### src/rtl/tlbpt_pkg.sv
// Shared types, constants and codes of the address translator.
`timescale 1ns / 1ps
package tlbpt_pkg;

  // Field widths of the address and the result.
  localparam int ADDR_W     = 16;
  localparam int PAGE_W     = 8;
  localparam int OFFSET_W   = 8;
  localparam int FRAME_W    = 7;
  localparam int PHYS_W     = 15;
  localparam int CNT_W      = 32;
  localparam int OUTCOME_W  = 2;
  localparam int PAGES      = 256;

  // Default table sizes.
  localparam int FRAMES_DEF      = 128;
  localparam int TLB_ENTRIES_DEF = 16;

  // Outcome codes.
  localparam logic [OUTCOME_W-1:0] OUTCOME_TLB_HIT = 2'd0;
  localparam logic [OUTCOME_W-1:0] OUTCOME_PT_HIT  = 2'd1;
  localparam logic [OUTCOME_W-1:0] OUTCOME_FAULT   = 2'd2;

  // Controller states.
  typedef enum logic [0:0] {
    ST_IDLE,
    ST_LOOKUP
  } state_t;

  // Commands from the controller to the datapath.
  typedef struct packed {
    logic accept;
    logic commit;
  } dp_cmd_t;

  // Status from the datapath to the controller.
  typedef struct packed {
    logic out_full;
  } dp_status_t;

endpackage

### src/rtl/tlbpt_ram.sv
// Generic single-write, single-read memory with a registered read port.
`timescale 1ns / 1ps
module tlbpt_ram #(
  parameter int WIDTH = 8,
  parameter int DEPTH = 256
) (
  input  logic                     clk,
  input  logic                     we,
  input  logic [$clog2(DEPTH)-1:0] waddr,
  input  logic [WIDTH-1:0]         wdata,
  input  logic                     re,
  input  logic [$clog2(DEPTH)-1:0] raddr,
  output logic [WIDTH-1:0]         rdata
);

  logic [WIDTH-1:0] mem_r [DEPTH];
  logic [WIDTH-1:0] rdata_r;

  // Write port and registered read port.
  always_ff @(posedge clk) begin
    if (we) begin
      mem_r[waddr] <= wdata;
    end
    if (re) begin
      rdata_r <= mem_r[raddr];
    end
  end

  assign rdata = rdata_r;

endmodule

### src/rtl/tlbpt_ctrl.sv
// Controller state machine: accepts an address beat, then commits its lookup.
`timescale 1ns / 1ps
module tlbpt_ctrl (
  input  logic                  clk,
  input  logic                  rst_n,
  input  logic                  in_valid,
  output logic                  in_stall,
  input  logic                  out_stall,
  input  tlbpt_pkg::dp_status_t status,
  output tlbpt_pkg::dp_cmd_t    cmd
);
  import tlbpt_pkg::*;

  state_t state_r;
  state_t state_nxt;

  // State register.
  always_ff @(posedge clk) begin
    if (!rst_n) begin
      state_r <= ST_IDLE;
    end else begin
      state_r <= state_nxt;
    end
  end

  // Next state and commands.
  always_comb begin
    state_nxt  = state_r;
    cmd.accept = 1'b0;
    cmd.commit = 1'b0;
    in_stall   = 1'b1;
    unique case (state_r)
      ST_IDLE: begin
        in_stall = 1'b0;
        if (in_valid) begin
          cmd.accept = 1'b1;
          state_nxt  = ST_LOOKUP;
        end
      end
      ST_LOOKUP: begin
        // Commit once the output register is free or being emptied.
        if (!status.out_full || !out_stall) begin
          cmd.commit = 1'b1;
          state_nxt  = ST_IDLE;
        end
      end
      default: begin
        state_nxt = ST_IDLE;
      end
    endcase
  end

endmodule

### src/rtl/tlbpt_dp.sv
// Datapath: TLB registers, page map and slot tag memories, counters, output register.
`timescale 1ns / 1ps
module tlbpt_dp #(
  parameter int FRAMES      = tlbpt_pkg::FRAMES_DEF,
  parameter int TLB_ENTRIES = tlbpt_pkg::TLB_ENTRIES_DEF
) (
  input  logic                                clk,
  input  logic                                rst_n,
  input  tlbpt_pkg::dp_cmd_t                  cmd,
  output tlbpt_pkg::dp_status_t               status,
  input  logic [tlbpt_pkg::ADDR_W-1:0]        in_logical_address,
  input  logic                                out_stall,
  output logic                                out_valid,
  output logic [tlbpt_pkg::OUTCOME_W-1:0]     out_outcome,
  output logic [tlbpt_pkg::FRAME_W-1:0]       out_frame_number,
  output logic [tlbpt_pkg::PHYS_W-1:0]        out_physical_address,
  output logic [tlbpt_pkg::CNT_W-1:0]         out_fault_total,
  output logic [tlbpt_pkg::CNT_W-1:0]         out_tlb_hit_total,
  output logic [tlbpt_pkg::CNT_W-1:0]         out_access_total
);
  import tlbpt_pkg::*;

  localparam int SLOT_W = $clog2(FRAMES);
  localparam int TIDX_W = $clog2(TLB_ENTRIES);
  localparam logic [SLOT_W-1:0] SLOT_LAST = SLOT_W'(FRAMES - 1);
  localparam logic [TIDX_W-1:0] TIDX_LAST = TIDX_W'(TLB_ENTRIES - 1);
  localparam logic [CNT_W-1:0]  CNT_MAX   = '1;

  function automatic logic [CNT_W-1:0] sat_inc(input logic [CNT_W-1:0] v);
    sat_inc = (v == CNT_MAX) ? v : v + CNT_W'(1);
  endfunction

  // Latched address of the beat in flight.
  logic [ADDR_W-1:0]   addr_r;
  logic [PAGE_W-1:0]   page;
  logic [OFFSET_W-1:0] offset;

  // TLB held in registers, compared in parallel.
  logic [PAGE_W-1:0]   tlb_tag_r   [TLB_ENTRIES];
  logic [FRAME_W-1:0]  tlb_frame_r [TLB_ENTRIES];
  logic [TLB_ENTRIES-1:0] tlb_valid_r;

  // Reverse map valid bits, one per page.
  logic [PAGES-1:0] map_valid_r;
  logic [PAGES-1:0] map_valid_nxt;

  // Replacement pointers and fill state.
  logic [SLOT_W-1:0] slot_ptr_r;
  logic [TIDX_W-1:0] tlb_ptr_r;
  logic              table_full_r;

  // Running counters.
  logic [CNT_W-1:0] fault_cnt_r;
  logic [CNT_W-1:0] tlb_hit_cnt_r;
  logic [CNT_W-1:0] access_cnt_r;

  // Output register.
  logic                 out_valid_r;
  logic [OUTCOME_W-1:0] out_outcome_r;
  logic [FRAME_W-1:0]   out_frame_r;
  logic [PHYS_W-1:0]    out_phys_r;

  // Memory read data.
  logic [SLOT_W-1:0] map_rd_slot;
  logic [PAGE_W-1:0] slot_rd_tag;

  // Lookup results.
  logic                 tlb_hit;
  logic [FRAME_W-1:0]   tlb_hit_frame;
  logic                 pt_hit;
  logic                 fault;
  logic                 do_fault;
  logic [FRAME_W-1:0]   frame;
  logic [OUTCOME_W-1:0] outcome;

  assign page   = addr_r[ADDR_W-1 -: PAGE_W];
  assign offset = addr_r[OFFSET_W-1:0];

  // Page to slot map: read at the incoming page, written on a fault.
  tlbpt_ram #(
    .WIDTH (SLOT_W),
    .DEPTH (PAGES)
  ) u_map_ram (
    .clk   (clk),
    .we    (do_fault),
    .waddr (page),
    .wdata (slot_ptr_r),
    .re    (cmd.accept),
    .raddr (in_logical_address[ADDR_W-1 -: PAGE_W]),
    .rdata (map_rd_slot)
  );

  // Slot to page tags: read at the victim slot to retire its old page.
  tlbpt_ram #(
    .WIDTH (PAGE_W),
    .DEPTH (FRAMES)
  ) u_slot_ram (
    .clk   (clk),
    .we    (do_fault),
    .waddr (slot_ptr_r),
    .wdata (page),
    .re    (cmd.accept),
    .raddr (slot_ptr_r),
    .rdata (slot_rd_tag)
  );

  // Parallel TLB compare, lowest matching entry wins.
  always_comb begin
    tlb_hit       = 1'b0;
    tlb_hit_frame = '0;
    for (int i = 0; i < TLB_ENTRIES; i++) begin
      if (!tlb_hit && tlb_valid_r[i] && (tlb_tag_r[i] == page)) begin
        tlb_hit       = 1'b1;
        tlb_hit_frame = tlb_frame_r[i];
      end
    end
  end

  // Outcome and frame selection.
  always_comb begin
    pt_hit   = map_valid_r[page];
    fault    = !tlb_hit && !pt_hit;
    do_fault = cmd.commit && fault;
    if (tlb_hit) begin
      outcome = OUTCOME_TLB_HIT;
      frame   = tlb_hit_frame;
    end else if (pt_hit) begin
      outcome = OUTCOME_PT_HIT;
      frame   = FRAME_W'(map_rd_slot);
    end else begin
      outcome = OUTCOME_FAULT;
      frame   = FRAME_W'(slot_ptr_r);
    end
  end

  // Map valid update: retire the evicted page, then mark the new one.
  always_comb begin
    map_valid_nxt = map_valid_r;
    if (do_fault) begin
      if (table_full_r) begin
        map_valid_nxt[slot_rd_tag] = 1'b0;
      end
      map_valid_nxt[page] = 1'b1;
    end
  end

  // Address latch and TLB entry payload.
  always_ff @(posedge clk) begin
    if (cmd.accept) begin
      addr_r <= in_logical_address;
    end
    if (do_fault) begin
      tlb_tag_r[tlb_ptr_r]   <= page;
      tlb_frame_r[tlb_ptr_r] <= FRAME_W'(slot_ptr_r);
    end
  end

  // Control state: valid bits, pointers and counters.
  always_ff @(posedge clk) begin
    if (!rst_n) begin
      tlb_valid_r   <= '0;
      map_valid_r   <= '0;
      slot_ptr_r    <= '0;
      tlb_ptr_r     <= '0;
      table_full_r  <= 1'b0;
      fault_cnt_r   <= '0;
      tlb_hit_cnt_r <= '0;
      access_cnt_r  <= '0;
    end else begin
      map_valid_r <= map_valid_nxt;
      if (cmd.commit) begin
        access_cnt_r <= sat_inc(access_cnt_r);
        if (tlb_hit) begin
          tlb_hit_cnt_r <= sat_inc(tlb_hit_cnt_r);
        end
      end
      if (do_fault) begin
        tlb_valid_r[tlb_ptr_r] <= 1'b1;
        fault_cnt_r            <= sat_inc(fault_cnt_r);
        // Pointers freeze once the fault count has saturated.
        if (fault_cnt_r != CNT_MAX) begin
          if (slot_ptr_r == SLOT_LAST) begin
            slot_ptr_r   <= '0;
            table_full_r <= 1'b1;
          end else begin
            slot_ptr_r <= slot_ptr_r + SLOT_W'(1);
          end
          if (tlb_ptr_r == TIDX_LAST) begin
            tlb_ptr_r <= '0;
          end else begin
            tlb_ptr_r <= tlb_ptr_r + TIDX_W'(1);
          end
        end
      end
    end
  end

  // Output register valid.
  always_ff @(posedge clk) begin
    if (!rst_n) begin
      out_valid_r <= 1'b0;
    end else if (cmd.commit) begin
      out_valid_r <= 1'b1;
    end else if (!out_stall) begin
      out_valid_r <= 1'b0;
    end
  end

  // Output register payload.
  always_ff @(posedge clk) begin
    if (cmd.commit) begin
      out_outcome_r <= outcome;
      out_frame_r   <= frame;
      out_phys_r    <= {frame, offset};
    end
  end

  assign status.out_full      = out_valid_r;
  assign out_valid            = out_valid_r;
  assign out_outcome          = out_outcome_r;
  assign out_frame_number     = out_frame_r;
  assign out_physical_address = out_phys_r;
  // Counters change only at a commit, which loads the output register.
  assign out_fault_total      = fault_cnt_r;
  assign out_tlb_hit_total    = tlb_hit_cnt_r;
  assign out_access_total     = access_cnt_r;

endmodule

### src/rtl/tlb_page_table_translator.sv
// Top level of the address translator with TLB and associative page table.
//
// Input channel: in_valid / in_stall carry one 16-bit logical address per beat
// (page in bits 15..8, offset in bits 7..0). Output channel: out_valid /
// out_stall carry one result beat per address: outcome (TLB hit, page table
// hit or page fault), frame number, physical address and saturating totals.
// A beat moves on a clock edge where valid is high and stall is low.
// An accepted address is latched while the page map and slot tag memories are
// read; its lookup then commits into the output register. One address is in
// flight at a time: the block takes no new address until the lookup of the
// last one has committed, and a fault at commit writes both memories back.
// A finished result waits in the output register while the next address is
// taken; its lookup then commits as soon as the held result leaves.
// When the receiver stalls, the result holds and in_stall rises after the
// next accepted address. Reset (rst_n low, synchronous) empties both tables
// and clears all totals and the replacement pointers; no clearing pass is run.
`timescale 1ns / 1ps
module tlb_page_table_translator #(
  parameter int FRAMES      = tlbpt_pkg::FRAMES_DEF,
  parameter int TLB_ENTRIES = tlbpt_pkg::TLB_ENTRIES_DEF
) (
  input  logic                            clk,
  input  logic                            rst_n,
  input  logic                            in_valid,
  output logic                            in_stall,
  input  logic [tlbpt_pkg::ADDR_W-1:0]    in_logical_address,
  output logic                            out_valid,
  input  logic                            out_stall,
  output logic [tlbpt_pkg::OUTCOME_W-1:0] out_outcome,
  output logic [tlbpt_pkg::FRAME_W-1:0]   out_frame_number,
  output logic [tlbpt_pkg::PHYS_W-1:0]    out_physical_address,
  output logic [tlbpt_pkg::CNT_W-1:0]     out_fault_total,
  output logic [tlbpt_pkg::CNT_W-1:0]     out_tlb_hit_total,
  output logic [tlbpt_pkg::CNT_W-1:0]     out_access_total
);
  import tlbpt_pkg::*;

  dp_cmd_t    cmd;
  dp_status_t status;

  // Controller.
  tlbpt_ctrl u_ctrl (
    .clk       (clk),
    .rst_n     (rst_n),
    .in_valid  (in_valid),
    .in_stall  (in_stall),
    .out_stall (out_stall),
    .status    (status),
    .cmd       (cmd)
  );

  // Datapath.
  tlbpt_dp #(
    .FRAMES      (FRAMES),
    .TLB_ENTRIES (TLB_ENTRIES)
  ) u_dp (
    .clk                  (clk),
    .rst_n                (rst_n),
    .cmd                  (cmd),
    .status               (status),
    .in_logical_address   (in_logical_address),
    .out_stall            (out_stall),
    .out_valid            (out_valid),
    .out_outcome          (out_outcome),
    .out_frame_number     (out_frame_number),
    .out_physical_address (out_physical_address),
    .out_fault_total      (out_fault_total),
    .out_tlb_hit_total    (out_tlb_hit_total),
    .out_access_total     (out_access_total)
  );

endmodule

### config.mk
export PLATFORM = sky130hd
export DESIGN_NAME = tlb_page_table_translator
export DESIGN_NICKNAME = d
export VERILOG_FILES = /design/src/rtl/tlbpt_pkg.sv /design/src/rtl/tlbpt_ram.sv /design/src/rtl/tlbpt_ctrl.sv /design/src/rtl/tlbpt_dp.sv /design/src/rtl/tlb_page_table_translator.sv
export SDC_FILE = /design/constraint.sdc
export NUM_CORES = 2
export LEC_CHECK = 0
export BUFFER_PORTS_ARGS = -buffer_cell sky130_fd_sc_hd__buf_2
export CAP_MARGIN = 20
export CORE_ASPECT_RATIO = 1.2
export CORE_UTILIZATION = 60
export DETAILED_ROUTE_END_ITERATION = 8
export PLACE_DENSITY = 0.76
export SYNTH_ARGS = -nofsm -noshare
export SYNTH_HDL_FRONTEND = slang
export SYNTH_SLANG_ARGS = --single-unit
### constraint.sdc
create_clock -name clk -period 7.44 [get_ports clk]
set_clock_uncertainty 0.2 [all_clocks]
set_input_delay 0 -clock clk [delete_from_list [all_inputs] [get_ports clk]]
set_output_delay 0 -clock clk [all_outputs]
set_load 0.1 [all_outputs]
; After elaboration in Yosys (flattened, before gate mapping)
; Memories as Yosys holds them, arrays and structs flattened. A register that Yosys moved wholly into a read port is not among the register bits.
; Index checks and enable logic that the tools add are counted.
; Widths: inputs -> output; s select.
[classes]
n_addsub = 5
n_mul = 0
n_div = 0
n_lt_le_gt_ge = 6
eq_ne = 23
shifts = 0
mux = 58
n_bitwise = 8
n_reduce_logical = 61
[op_table]
columns = cell, n
row1 = $mux 256, 2
row2 = $and 256x256->256, 1
row3 = $not 256->256, 1
row4 = $or 256x256->256, 1
row5 = $mux 7, 19
row6 = $eq 8x8->1, 16
row7 = $add 32x1->32 const B, 3
row8 = $eq 32x32->1 const B, 3
row9 = $logic_and 1x1->1, 36
row10 = $ne 32x32->1 const B, 1
row11 = $mux 1, 30
row12 = $logic_not 1->1, 19
row13 = $lt 8x9->1 const B, 2
row14 = $demux 1 s8, 2
row15 = $ge 8x1->1 const B, 2
row16 = $or 16x16->16, 1
row17 = $bmux 1 s8, 1
row18 = $add 7x1->7 const B, 1
row19 = $eq 7x7->1 const B, 1
row20 = $reduce_and 2->1, 3
row21 = $reduce_and 3->1, 2
row22 = $lt 4x5->1 const B, 1
row23 = $add 4x1->4 const B, 1
row24 = $demux 1 s4, 1
row25 = other kinds (8), 11
[totals]
reg_bits = 422
latch_bits = 0
ramBits = 3056
romBits = 0
elab_cells = 179
mem_count = 4
[memory_table]
columns = memory, depth, width, read_ports, rd_ports_with_merged_regs, wr, line_no
row1 = u_dp.u_map_ram.mem_r, 256, 7, 1, 1, 1, tlbpt_ram.sv:16  ; logic [WIDTH-1:0] mem_r [DEPTH];
row2 = u_dp.u_slot_ram.mem_r, 128, 8, 1, 1, 1, tlbpt_ram.sv:16
row3 = u_dp.tlb_tag_r, 16, 8, 16, 0, 1, tlbpt_dp.sv:39  ; logic [PAGE_W-1:0] tlb_tag_r [TLB_ENTRIES];
row4 = u_dp.tlb_frame_r, 16, 7, 16, 0, 1, tlbpt_dp.sv:40  ; logic [FRAME_W-1:0] tlb_frame_r [TLB_ENTRIES];

; Depth between registers and ports, before layout
[depth]
depth_word = 68
mapped_depth = 18
depth_no_buf = 11

; Modules after synthesis
; Synthesis repeated with hierarchy kept, for this count alone.
[unflattened]
cells_unflattened = 7852
area_unflattened_um2 = 139882.9
[modules_own_cells]
columns = mod, instances, cells_each, area_per_inst_um2, seq_area_each_um2
row1 = tlbpt_ram (u_dp.u_map_ram), 1, 3381, 70267.4, 54021.8
row2 = tlbpt_ram (u_dp.u_slot_ram), 1, 1635, 39745.6, 30989.7
row3 = tlbpt_dp, 1, 2831, 29822.4, 15825.2
row4 = tlbpt_ctrl, 1, 5, 47.5, 20.0

; Worst setup path after synthesis
; OpenSTA, ideal clock, no wires.
[synth_path]
path_type = flip-flop to flip-flop
from = register u_dp.slot_ptr_r[0]
to = memory u_dp.u_slot_ram.mem_r[13][0] (enable)
setup_ns = 0.370
arrival_time_ns = 6.207
path_slack_ns = 0.662
stages_incl_launch_ff = 10
n_path_buf = 6
synth_period_minus_slack_ns = 6.778
cell_sequence = dfxtp_1 > clkbuf_1 > and3b_1 > clkbuf_1 > clkbuf_1 > buf_1 > clkbuf_1 > nand2_1 > clkbuf_1 > nor2_1
[synth_rtl]
columns = element, line_no
row1 = from (decl), tlbpt_dp.sv:48  ; logic [SLOT_W-1:0] slot_ptr_r;
row2 = from (signal assigned), tlbpt_dp.sv:186  ; slot_ptr_r <= slot_ptr_r + SLOT_W'(1);
row3 = to (decl), tlbpt_ram.sv:16
; Straight into the memory's write port.

; Worst setup path after layout
[layout_path]
from = register u_dp.addr_r[9]
to = memory u_dp.u_map_ram.mem_r[237][3] (netlist name) (enable)
[layout_via]
elab_chain_len = 68
elab_cells_between_ends = 86
[layout_rtl]
columns = element, line_no
row1 = from (decl), tlbpt_dp.sv:34  ; logic [ADDR_W-1:0] addr_r;
row2 = from (signal assigned), tlbpt_dp.sv:150  ; addr_r <= in_logical_address;
row3 = $eq 8x8->1, tlbpt_dp.sv:112  ; if (!tlb_hit && tlb_valid_r[i] && (tlb_tag_r[i] == page)) begin
row4 = $logic_and 1x1->1, tlbpt_dp.sv:112
row5 = $mux 1, tlbpt_dp.sv:112
row6 = $logic_not 1->1, tlbpt_dp.sv:112
row7 = $logic_and 1x1->1 (2 in series), tlbpt_dp.sv:112
row8 = $mux 1, tlbpt_dp.sv:112
row9 = $logic_not 1->1, tlbpt_dp.sv:112
row10 = $logic_and 1x1->1 (2 in series), tlbpt_dp.sv:112
row11 = [49 not listed], --
row12 = $logic_not 1->1, tlbpt_dp.sv:112
row13 = $logic_and 1x1->1 (2 in series), tlbpt_dp.sv:112
row14 = $mux 1, tlbpt_dp.sv:112
row15 = $logic_not 1->1, tlbpt_dp.sv:122  ; fault = !tlb_hit && !pt_hit;
row16 = $logic_and 1x1->1, tlbpt_dp.sv:122
row17 = $logic_and 1x1->1, tlbpt_dp.sv:123  ; do_fault = cmd.commit && fault;
row18 = $mux 1, tlbpt_ram.sv:21  ; if (we) begin
row19 = $mux 1 (implied by the code), tlbpt_ram.sv:22  ; mem_r[waddr] <= wdata;
row20 = to (decl), tlbpt_ram.sv:16
; Several ways; a longest one is shown, not always the timed one. The select of a mux whose other input is x is not followed.

==> out/metrics.yaml <==
routing:
  remaining_drc_errors: 1
  drt_iter0_markers: 10888
  drt-wirelength-per-cell_um: 33.51
  viasPerCell: 7.047
  routed-via-count: 76840
  ant_nets: 0
  routed_wl_um: 365400
  drt-pass1-iter-count: 9
sta:
  max_slew_margin: 0.1949
  finalSetupViolCount: 0
  finalHoldWorstSlack_ns: 0.07205
  rsz0062_at_grt: "false"
  finalCriticalPeriod_ns: 6.494
  post-route-period-util: 0.8729
  tns_ns: 0
  hold_viol: 0
  fin_ws_ns: 0.9457
  clock.fmax_ghz: 0.1540
  finalMaxSlewViolations: 0
  tightest_slew_ns: 1.203
cts:
  cts_resized: 0
  htree_num_levels: 5
  cts_setup_buffers: 0
  cts_buffers: 335
  cts_sinks: 3486
  cts_hold_buf: 33
  cts_max_path_buffers: 4
  root_buffer: "clkbuf_16"
  clk_pin_slew_worst_paths_ns: 0.07
  cts_tree: "yes"
  clock_latency_ns: 0.98
final_layout:
  drive_gt1_frac: 0.1892
  area_growth_pct: 11.18
  nets: 7704
  layoutNonFillerInstCount: 10904
setup_path:
  critPathRequiredTime_ns: 7.83
  crit_slowest_cell: "edfxtp_1"
  crit_arrival_ns: 6.88
  cp_slowest_stage_delay_ns: 0.94
  crit_fanout: 69
  critical_path.cell_chain: "buf_12, buf_4, xnor2_1, nand4_1, or3_1, and4_1, o2111ai_4, nor2_4, nand4_1, buf_4, nor2_1"
  start_kind: "register"
  worst_setup_path_end_kind: "register"
  critPathKind: "reg2reg"
synthesis:
  synth_edf_count: 3104
  ys_async_sr_fraction: 0
  ys_types: 77
  syn_nets: 7562
  ys.warnings.count: 0
  yosysTopAreaCell: "edfxtp_1"
  synthTopCellsByCount: "edfxtp_1, mux4_2, nor2_1"
  ys.flop_type: "edfxtp_1"
  netlist_instances: 7534
  seq_area_frac_synth: 0.7429
  synth_most_common_cell: "edfxtp_1"
  synth.cell_area_um2: 135800
  synth_top_area_share: 0.6866
  synth-seq-cells: 3486
  synth.avg_cell_area_um2: 18.02
  synth_area_leaders: "edfxtp_1, mux4_2, dfxtp_1"
placement:
  dp_hpwl_um: 213200
  place_inst: 10279
  post-place-ws_ns: 1.016
  port-buffer-count: 141
  gp_congestion: 0.9700
floorplan:
  rows: 190
  die_h_um: 523.1
  ios: 142
  die-area_um2: 228200
  core_um2: 224200
  die_w_um: 436.2
  start_util: 0.6056
power_and_ir_drop:
  p_leak_uw: 0.04496
  ir_drop_uv: 248.1
  power_density_nw_per_um2: 264.1
hold_path:
  min_path_type: "in2reg"
outcome:
  status: "finished with violations"
  violations: "DRC"
global_route:
  grt_pass1_wl_um: 530000
  gr-total-overflow: 0
  grt_use_total: 0.3197
  grt_max_degree: 158
  antenna_found_initial: 9
  grt_pass1_vias: 76256
job:
  drv_cap: 0
==> kinds of logic (layout without fill, tap and decap cells) <==
kind of cell | after synthesis | in the layout | share of synthesized area
xor+xnor | 213 | 213 | 0.01374
mux | 690 | 690 | 0.1111
fa+ha+maj | 8 | 8 | 0.0007373
buf+inv | 549 | 942 | 0.01674
compound gates | 1333 | 1333 | 0.07009
flops | 3486 | 3486 | 0.7429
simple gates | 1255 | 1255 | 0.04468
other cells | 0 | 1 | 0
==> cell type report <==
type / count / area [um^2]
Antenna cell: 1 / 2.502
Clock buffer: 415 / 8892
Clock inverter: 173 / 1963
Fill cell: 13825 / 73250
Inverter: 26 / 97.59
Multi-Input combinational cell: 3499 / 32750
Sequential cell: 3486 / 100900
Tap cell: 2976 / 3724
Timing Repair Buffer: 328 / 2620
==> stage by stage <==
| stage | utilization | power, uW | cell area [um^2] |
|---|---|---|---|
| after floorplan | - | 22590 | 135800 |
| after global placement | 0.6226 | 23040 | 139600 |
| after detailed placement | 0.6231 | 23060 | 139700 |
| after CTS | 0.6730 | 39890 | 150900 |
| after global routing | 0.6733 | 40630 | 150900 |
| final | 0.6733 | 39860 | 150900 |
==> metal layers <==
layer | track usage | routed length, um
met3 | 0.05662 | 36940
met4 | 0.1735 | 22670
met5 | 0 | 66
met2 | 0.5236 | 179400
met1 | 0.4113 | 126300
==> cells in the final DEF (no fill, tap or decap), drive strengths merged, types with 9 or more instances in the layout <==
cell,count
mux4,653
xor2,35
dlygate4sd3,33
and2,106
o311ai,95
nand3b,12
a22oi,328
clkinv,108
nand2,238
o21a,38
or3,29
a21oi,38
dfxtp,382
clkinvlp,16
mux2i,34
nand4,99
a22o,112
a21boi,14
buf,294
or2,9
o21ai,299
nor2b,23
and3,41
clkbuf,416
bufinv,40
nand3,115
a31oi,85
o211ai,160
nor3,53
a221oi,111
nor2,462
nand2b,14
nor4,25
edfxtp,3104
inv,35
xnor2,178
==> power breakdown <==
| group | leakage, uW | switching [uW] | total (uW) | internal, uW |
|---|---|---|---|---|
| logic | 0.00969 | 1010 | 1430 | 413 |
| clock network | 0.00529 | 7280 | 17200 | 9890 |
| registers | 0.0300 | 55.4 | 21300 | 21200 |
==> critical path: cells and delay by family (launching register included) <==
family | cells | cell delay (ns)
and+or+nand+nor | 6 | 3.04
AOI/OAI and AO/OA | 1 | 0.21
buffers and inverters | 3 | 1.40
xor gates and xnor gates | 1 | 0.19
DFF | 1 | 0.94
==> final timing paths <==
path / from / end / slack [ns] / cells past startpoint
max reg2reg: u_dp.addr_r[9]$_DFFE_PP_ / u_dp.u_map_ram.mem_r[237][3]$_DFFE_PP_ / 0.95 / 11
min reg2reg: u_dp.addr_r[1]$_DFFE_PP_ / u_dp.out_physical_address[1]$_DFFE_PP_ / 0.23 / 0
min: rst_n / u_dp.out_access_total[27]$_SDFFE_PN0P_ / 0.07 / 3
max: u_dp.addr_r[9]$_DFFE_PP_ / u_dp.u_map_ram.mem_r[237][3]$_DFFE_PP_ / 0.95 / 11
==> registers in the layout, indices dropped and copies added (netlist names), 2 cells and up <==
name,cells
u_dp.u_map_ram.mem_r,1792
u_dp.tlb_ptr_r,4
u_dp.out_tlb_hit_total,32
u_dp.out_fault_total,32
u_dp.out_outcome,2
u_dp.u_slot_ram.mem_r,1024
u_dp.tlb_valid_r,16
u_dp.tlb_tag_r,128
u_dp.tlb_frame_r,112
u_dp.map_valid_r,256
u_dp.out_access_total,32
u_dp.slot_ptr_r,7
u_dp.addr_r,16
u_dp.u_slot_ram.rdata,8
u_dp.u_map_ram.rdata,7
u_dp.out_physical_address,15
(Power assumes the default switching activity.)
